[src/hdl/dsi_pkg.sv]
`default_nettype none
// ----------------------------------------------------------------------------
// dsi_pkg: shared types and constants of the decimal string parser
// Character codes, the magnitude limit and the per-string parse state.
// ----------------------------------------------------------------------------
package dsi_pkg;

	// ASCII codes
	localparam logic [7:0] CH_ZERO  = 8'h30;
	localparam logic [7:0] CH_ONE   = 8'h31;
	localparam logic [7:0] CH_NINE  = 8'h39;
	localparam logic [7:0] CH_MINUS = 8'h2D;

	// magnitude width and its largest legal value (2^63, negatives only)
	localparam int unsigned MAG_W = 64;
	localparam logic [MAG_W-1:0] MAG_LIMIT = {1'b1, {(MAG_W-1){1'b0}}};

	// position within the current string
	typedef enum logic [1:0] {
		PH_START       = 2'd0,
		PH_AFTER_MINUS = 2'd1,
		PH_DIGITS      = 2'd2
	} phase_t;

	typedef struct packed {
		logic [MAG_W-1:0] magnitude;
		phase_t           phase;
		logic             is_negative;
		logic             failed;
		logic             lone_zero;
	} parse_state_t;

	localparam parse_state_t STATE_RESET = '{
		magnitude:   '0,
		phase:       PH_START,
		is_negative: 1'b0,
		failed:      1'b0,
		lone_zero:   1'b0
	};

	// one finished result
	typedef struct packed {
		logic             parse_ok;
		logic [MAG_W-1:0] parsed_value;
	} parse_result_t;

endpackage : dsi_pkg
`default_nettype wire

[src/hdl/dsi_step.sv]
`default_nettype none
// ----------------------------------------------------------------------------
// dsi_step: one character step of the parser
// Decodes a character against the current state, accumulates magnitude*10+d
// with its overflow check, and forms the result at the end of a string.
// ----------------------------------------------------------------------------
module dsi_step (
	input  dsi_pkg::parse_state_t  cur,
	input  logic [7:0]             char_byte,
	input  logic                   last_byte,
	input  logic                   string_empty,
	output dsi_pkg::parse_state_t  nxt,
	output logic                   emit,
	output dsi_pkg::parse_result_t result
);
	import dsi_pkg::*;

	logic             is_digit;
	logic             is_nonzero;
	logic [3:0]       digit;
	logic [MAG_W+3:0] acc;
	logic             acc_over;
	parse_state_t     st;
	logic             ok;
	logic [MAG_W-1:0] val;

	// character classes
	assign is_digit   = (char_byte >= CH_ZERO) && (char_byte <= CH_NINE);
	assign is_nonzero = (char_byte >= CH_ONE) && (char_byte <= CH_NINE);
	assign digit      = char_byte[3:0];

	// magnitude*10 + digit as shift-add; magnitude never exceeds 2^63, so
	// 68 bits hold the sum and one compare covers both overflow checks
	assign acc = {1'b0, cur.magnitude, 3'b000} + {3'b000, cur.magnitude, 1'b0}
		+ {{MAG_W{1'b0}}, digit};
	assign acc_over = acc > {4'b0000, MAG_LIMIT};

	// state update for this character
	always_comb begin
		st = cur;
		if (!cur.failed) begin
			case (cur.phase)
				PH_START: begin
					if (char_byte == CH_MINUS) begin
						st.is_negative = 1'b1;
						st.phase       = PH_AFTER_MINUS;
					end else if (is_nonzero) begin
						st.magnitude = {{(MAG_W-4){1'b0}}, digit};
						st.phase     = PH_DIGITS;
					end else if (char_byte == CH_ZERO && last_byte) begin
						st.lone_zero = 1'b1;
					end else begin
						st.failed = 1'b1;
					end
				end
				PH_AFTER_MINUS: begin
					if (is_nonzero) begin
						st.magnitude = {{(MAG_W-4){1'b0}}, digit};
						st.phase     = PH_DIGITS;
					end else begin
						st.failed = 1'b1;
					end
				end
				default: begin
					if (!is_digit || acc_over) begin
						st.failed = 1'b1;
					end else begin
						st.magnitude = acc[MAG_W-1:0];
					end
				end
			endcase
		end
	end

	// end-of-string verdict
	always_comb begin
		ok  = 1'b0;
		val = '0;
		if (string_empty || st.failed) begin
			ok = 1'b0;
		end else if (st.lone_zero) begin
			ok = 1'b1;
		end else if (st.phase != PH_DIGITS) begin
			ok = 1'b0;
		end else if (st.is_negative) begin
			ok  = st.magnitude <= MAG_LIMIT;
			val = '0 - st.magnitude;
		end else begin
			ok  = st.magnitude < MAG_LIMIT;
			val = st.magnitude;
		end
	end

	assign emit                = string_empty || last_byte;
	assign nxt                 = emit ? STATE_RESET : st;
	assign result.parse_ok     = ok;
	assign result.parsed_value = ok ? val : '0;

endmodule : dsi_step
`default_nettype wire

[src/hdl/decimal_string_to_int64.sv]
`default_nettype none
// ----------------------------------------------------------------------------
// decimal_string_to_int64: strict ASCII decimal to signed 64-bit parser
// Input register, one character step, result register.
// ----------------------------------------------------------------------------
// Usage:
//   Slave channel s_*: one ASCII character per item. s_tlast marks the final
//   character of a string; s_tuser = 1 stands for an empty string.
//   Master channel m_*: one item per string, m_tuser = parse_ok and
//   m_tdata = two's complement value (zero when the parse failed).
//   Throughput: one character per cycle unless a final character waits for a
//   busy result register. The accumulate step (shift-add of magnitude*10 +
//   digit with its overflow compare) sits between the input register and the
//   result register. A string's final character passes the input register,
//   then the result register, before its result is valid on m_*.
//   Stall: characters that end no string keep flowing while a result waits;
//   a final character holds in the input register until the result
//   register is free, and s_tready is low only while such a character waits.
//   Reset: arst_n clears the input and result valid flags and returns the
//   parser to the start of a string.
// ----------------------------------------------------------------------------
module decimal_string_to_int64 (
	input  wire logic        clk,
	input  wire logic        arst_n,
	input  wire logic        s_tvalid,
	output logic             s_tready,
	input  wire logic [7:0]  s_tdata,   // [7:0] char_byte
	input  wire logic        s_tlast,   // last_byte
	input  wire logic        s_tuser,   // [0] string_empty
	output logic             m_tvalid,
	input  wire logic        m_tready,
	output logic [63:0]      m_tdata,   // [63:0] parsed_value
	output logic             m_tuser    // [0] parse_ok
);
	import dsi_pkg::*;

	logic          valid_s1;
	logic [7:0]    char_s1;
	logic          last_s1;
	logic          empty_s1;
	parse_state_t  state_q;
	parse_state_t  state_nxt;
	logic          emit;
	parse_result_t result;
	logic          out_valid_q;
	parse_result_t out_q;
	logic          adv_s1;

	// character step on the registered item
	dsi_step u_step (
		.cur          (state_q),
		.char_byte    (char_s1),
		.last_byte    (last_s1),
		.string_empty (empty_s1),
		.nxt          (state_nxt),
		.emit         (emit),
		.result       (result)
	);

	// the registered item moves on unless its result has nowhere to go
	assign adv_s1   = valid_s1 && (!emit || !out_valid_q || m_tready);
	assign s_tready = !valid_s1 || adv_s1;

	// input register
	always_ff @(posedge clk or negedge arst_n) begin
		if (!arst_n) begin
			valid_s1 <= 1'b0;
		end else if (s_tready) begin
			valid_s1 <= s_tvalid;
		end
	end

	always_ff @(posedge clk) begin
		if (s_tready && s_tvalid) begin
			char_s1  <= s_tdata;
			last_s1  <= s_tlast;
			empty_s1 <= s_tuser;
		end
	end

	// parse state
	always_ff @(posedge clk or negedge arst_n) begin
		if (!arst_n) begin
			state_q <= STATE_RESET;
		end else if (adv_s1) begin
			state_q <= state_nxt;
		end
	end

	// result register
	always_ff @(posedge clk or negedge arst_n) begin
		if (!arst_n) begin
			out_valid_q <= 1'b0;
		end else if (adv_s1 && emit) begin
			out_valid_q <= 1'b1;
		end else if (m_tready) begin
			out_valid_q <= 1'b0;
		end
	end

	always_ff @(posedge clk) begin
		if (adv_s1 && emit) begin
			out_q <= result;
		end
	end

	assign m_tvalid = out_valid_q;
	assign m_tdata  = out_q.parsed_value;
	assign m_tuser  = out_q.parse_ok;

endmodule : decimal_string_to_int64
`default_nettype wire

[config.mk]
export PLATFORM = sky130hd
export DESIGN_NAME = decimal_string_to_int64
export DESIGN_NICKNAME = d
export VERILOG_FILES = /design/src/hdl/dsi_pkg.sv /design/src/hdl/dsi_step.sv /design/src/hdl/decimal_string_to_int64.sv
export SDC_FILE = /design/constraint.sdc
export NUM_CORES = 1
export LEC_CHECK = 0
export BUFFER_PORTS_ARGS = -buffer_cell sky130_fd_sc_hd__buf_2
export CORE_ASPECT_RATIO = 0.9
export CORE_UTILIZATION = 50
export DETAILED_ROUTE_END_ITERATION = 8
export GPL_ROUTABILITY_DRIVEN = 1
export HOLD_SLACK_MARGIN = 0.08
export MAX_ROUTING_LAYER = met4
export PLACE_DENSITY = 0.7
export REMOVE_ABC_BUFFERS = 1
export SLEW_MARGIN = 10
export SYNTH_ARGS = -nofsm -noshare
export SYNTH_HDL_FRONTEND = slang
export SYNTH_SLANG_ARGS = --single-unit
[constraint.sdc]
create_clock -name clk -period 6.05 [get_ports clk]
set_input_delay 0.3025 -clock clk [delete_from_list [all_inputs] [get_ports clk]]
set_output_delay 0.3025 -clock clk [all_outputs]
set_load 0.03 [all_outputs]
==> metrics <==
CP dominant cell by count=buf_4; Die Height=165 um; starting density of the core=51.1%; die width=183 um; crit-path max cell delay=630 ps; Register Area=4030 um2; sequential fraction of the synthesis area=27.2%; CTS tree=built; fraction of layout cells with a size suffix above 1=39.1%; Nets=2661; skew final=18.3 ps; core area=29000 um2; biggest area consumer among synthesized cells=edfxtp_1; crit end category=flop; Tmin final=7090 ps; xor-xnor portion of the synthesized cell area=5.62%; sequential power share=44.4%; ANT nets after route=0; EDFF count, synth=75; area share of the largest cell type after synthesis=15.2%; worst path arrival time=7400 ps; # DRC=0; CP Class=flop to flop; slew at the pin closest to its max-slew limit=1080 ps; vias in the first global route=18503; Synth Cell Area=14800 um2; fill count=2052; max cap viols=0; sw frac=29.4%; Skew-Pair Late Insertion Delay=460 ps; routed wire length=74200 um; fin. max-slew vios=0; Tot GR Track Use=48.9%; leak pwr=10.4 nW; R2R Path End=m_tdata[23]; initial antenna violation count=2; Critical Path RT=6360 ps; Synth-to-Final Area Change=51.6%; CTS Buf Count=17; FF-to-FF Start=char_s1[3]; drt wl/cell=25.4 um; detailed-route vias per instance=6.67; # H-tree levels=4; root buffer cell=clkbuf_16; post-synthesis cell type count=97; ys async rst share=48.6%; Sink Count=146; I/O Pins=81; Vias=19523; synth warn=0; largest family of logic cells by synthesized area=compound AO/OA/AOI/OAI gates; combinational share of power=13.7%; Power Density=112 nW/um2; clock share of power=41.9%; PortBufs=80; Iter 0 DRT Violations=2942; first-pass GRT wire length=108000 um; largest net degree at the start of global routing=67; Fmax=141 MHz; grt total ovfl=0; Crit-path slowest cell=nor4_2; reg2reg path depth=28; unrepaired setup endpoints after global routing=true; Placed Area=20300 um2; Min-Delay Path Class=input port to asynchronous set/reset pin; Int Pwr=1.77 mW; failing checks=negative setup slack; Worst Path Buf+Inv=9; flop2flop setup slack=-1040 ps; startpoint types=flop; Die Area=30300 um2; Slew headroom=27.7%; fin area=22500 um2; Clock transition at path regs=80 ps; Top delay family on crit path=simple AND/OR/NAND/NOR gates; TritonRoute pass-1 iters=7; Primary FF master, synth=edfxtp_1; setup slack after layout=-1040 ps; Synth Area in Compound Gates=29.2%; num rows=59; status=finished, violations left; Core Util, Final=77.4%; RePlAce Congestion=1.11; sw power=0.737 mW; flops & latches, synth=146; Adder-Cell Fraction of Synth Area=11.1%; mux cell area share after synthesis=1.05%; crit-path max FO=8; Final setup viols=66; synth top area cells=edfxtp_1, dfrtp_1, ha_1; CTS max path bufs=2; Syn Inst Count=1803; Max VDD drop=0.000198 V; fin crit share=117%; mean post-synth cell area=8.22 um2; post-DP HPWL=53700 um; Final Hold Fails=0; Multi-input gate area=11300 um2; Synth Area in Simple Gates=22.5%
[worst reg2reg max path: cells and delay by family, from the launching register on]
| family | cells | cell delay [ps] |
|---|---|---|
| and+or+nand+nor | 11 | 2480 |
| adders and majority gates | 2 | 900 |
| buffers and inverters | 9 | 1510 |
| DFF | 1 | 430 |
| muxes | 1 | 350 |
| AOI/OAI and AO/OA | 4 | 960 |
| xor gates and xnor gates | 1 | 320 |
[cell families after synthesis]
kind of cell | count (synthesis)
XOR/XNOR | 95
AO/OA/AOI/OAI | 622
buffers and inverters | 123
multiplexers | 15
adder cells (fa/ha/maj) | 130
flip-flops | 146
AND/OR/NAND/NOR | 672
[per-stage QoR]
| step | power (mW) | cells | setup TNS, ps | setup slack (ps) | hold WS, ps |
|---|---|---|---|---|---|
| 2_1_floorplan | 1.28 | 1713 | -152540 | -1960 | 6.91 |
| 3_3_place_gp | 1.42 | 2828 | -51070 | -806 | 112 |
| 3_5_place_dp | 1.42 | 2828 | -67850 | -1090 | 112 |
| 4_1_cts | 2.46 | 2916 | -35610 | -579 | 196 |
| 5_1_grt | 2.54 | 2928 | -74690 | -1190 | 215 |
| 6_report | 2.51 | 2928 | -64890 | -1040 | 210 |
[worst max-delay path by stage]
| stage | start | end | slack [ps] | cells after the start |
|---|---|---|---|---|
| after floorplan | char_s1[3] | m_tdata[10] | -1960 | 19 |
| after global placement | char_s1[3] | m_tdata[1] | -810 | 26 |
| after detailed placement | char_s1[3] | m_tdata[51] | -1090 | 26 |
| after CTS | state_q[7] | m_tdata[57] | -580 | 29 |
| after global routing | char_s1[3] | m_tdata[45] | -1190 | 28 |
| final | char_s1[3] | m_tdata[23] | -1040 | 28 |
[synthesized netlist by cell type, types with 15 or more instances]
master    instances
buf_2            25
nand2_1         173
o21ai_1          16
dfrtp_1          71
nand3_1          29
a22o_1           76
edfxtp_1         75
a21o_1           27
nor2_1          197
nor3_1           55
and4_1           15
xor2_1           47
nand4_1          45
a21oi_1         137
a211oi_1         19
or3_1            17
o21ai_0         128
o21a_1           16
xnor2_1          48
nand2b_1         17
ha_1            128
inv_1            33
and3_1           17
nor4_1           23
and2_1           17
clkbuf_1         61
o211ai_1         18
a31oi_1          25
[area by class of cell]
| type | count | share of cell area [%] |
|---|---|---|
| inverters | 33 | 0.563 |
| well taps | 396 | 2.21 |
| diodes | 2 | 0.0223 |
| multi-input cells | 1534 | 50.3 |
| flip-flops and latches | 146 | 17.9 |
| repair buffers | 785 | 26.5 |
| clock buffers | 20 | 1.99 |
| clock inverters | 12 | 0.490 |
[cell usage in the layout, fill, tap and decap left out, types with 21 or more instances in the layout]
cell / count
a21o_1: 27
a21oi_1: 128
a22o_1: 76
a31oi_1: 21
buf_2: 79
buf_4: 674
dfrtp_1: 71
edfxtp_1: 75
ha_1: 126
inv_1: 29
nand2_1: 172
nand3_1: 26
nand4_1: 45
nor2_1: 136
nor2_4: 49
nor3_1: 52
o21ai_0: 122
xnor2_1: 44
xor2_1: 45
[power by group through the flow]
| stage | sequential [mW] | clock [mW] | combinational (mW) |
|---|---|---|---|
| after global routing | 1.12 | 1.08 | 0.354 |
| after detailed placement | 1.13 | 0 | 0.294 |
| after CTS | 1.11 | 1.03 | 0.318 |
| final | 1.11 | 1.05 | 0.344 |
| after global placement | 1.13 | 0 | 0.290 |
| after floorplan | 1.20 | 0 | 0.0842 |
[routing by layer]
| layer | vias up | global-route usage, % | wire length (um) |
|---|---|---|---|
| li1 | 8359 | - | - |
| met1 | 9166 | 59.5 | 28000 |
| met2 | 1519 | 71.9 | 30900 |
| met3 | 479 | 13.9 | 9590 |
| met4 | 0 | 29.9 | 5760 |
| met5 | - | - | 0 |
[registers in the layout, summed over array words and instances (netlist names)]
| signal | flops |
|---|---|
| char_s1 | 8 |
| empty_s1 | 1 |
| last_s1 | 1 |
| m_tdata | 64 |
| m_tuser | 1 |
| m_tvalid | 1 |
| state_q | 69 |
| valid_s1 | 1 |
[what timing repair did]
action | CTS | global route
hold buffers | 12 | 0
pin swaps | 90 | 31
endpoints found under the hold margin | 16 | 0
gates resized for setup | 164 | 65
setup buffers | 40 | 11
setup endpoints to repair | 65 | 83
gates cloned | 7 | 0
Power figures use the tool's default switching activity.
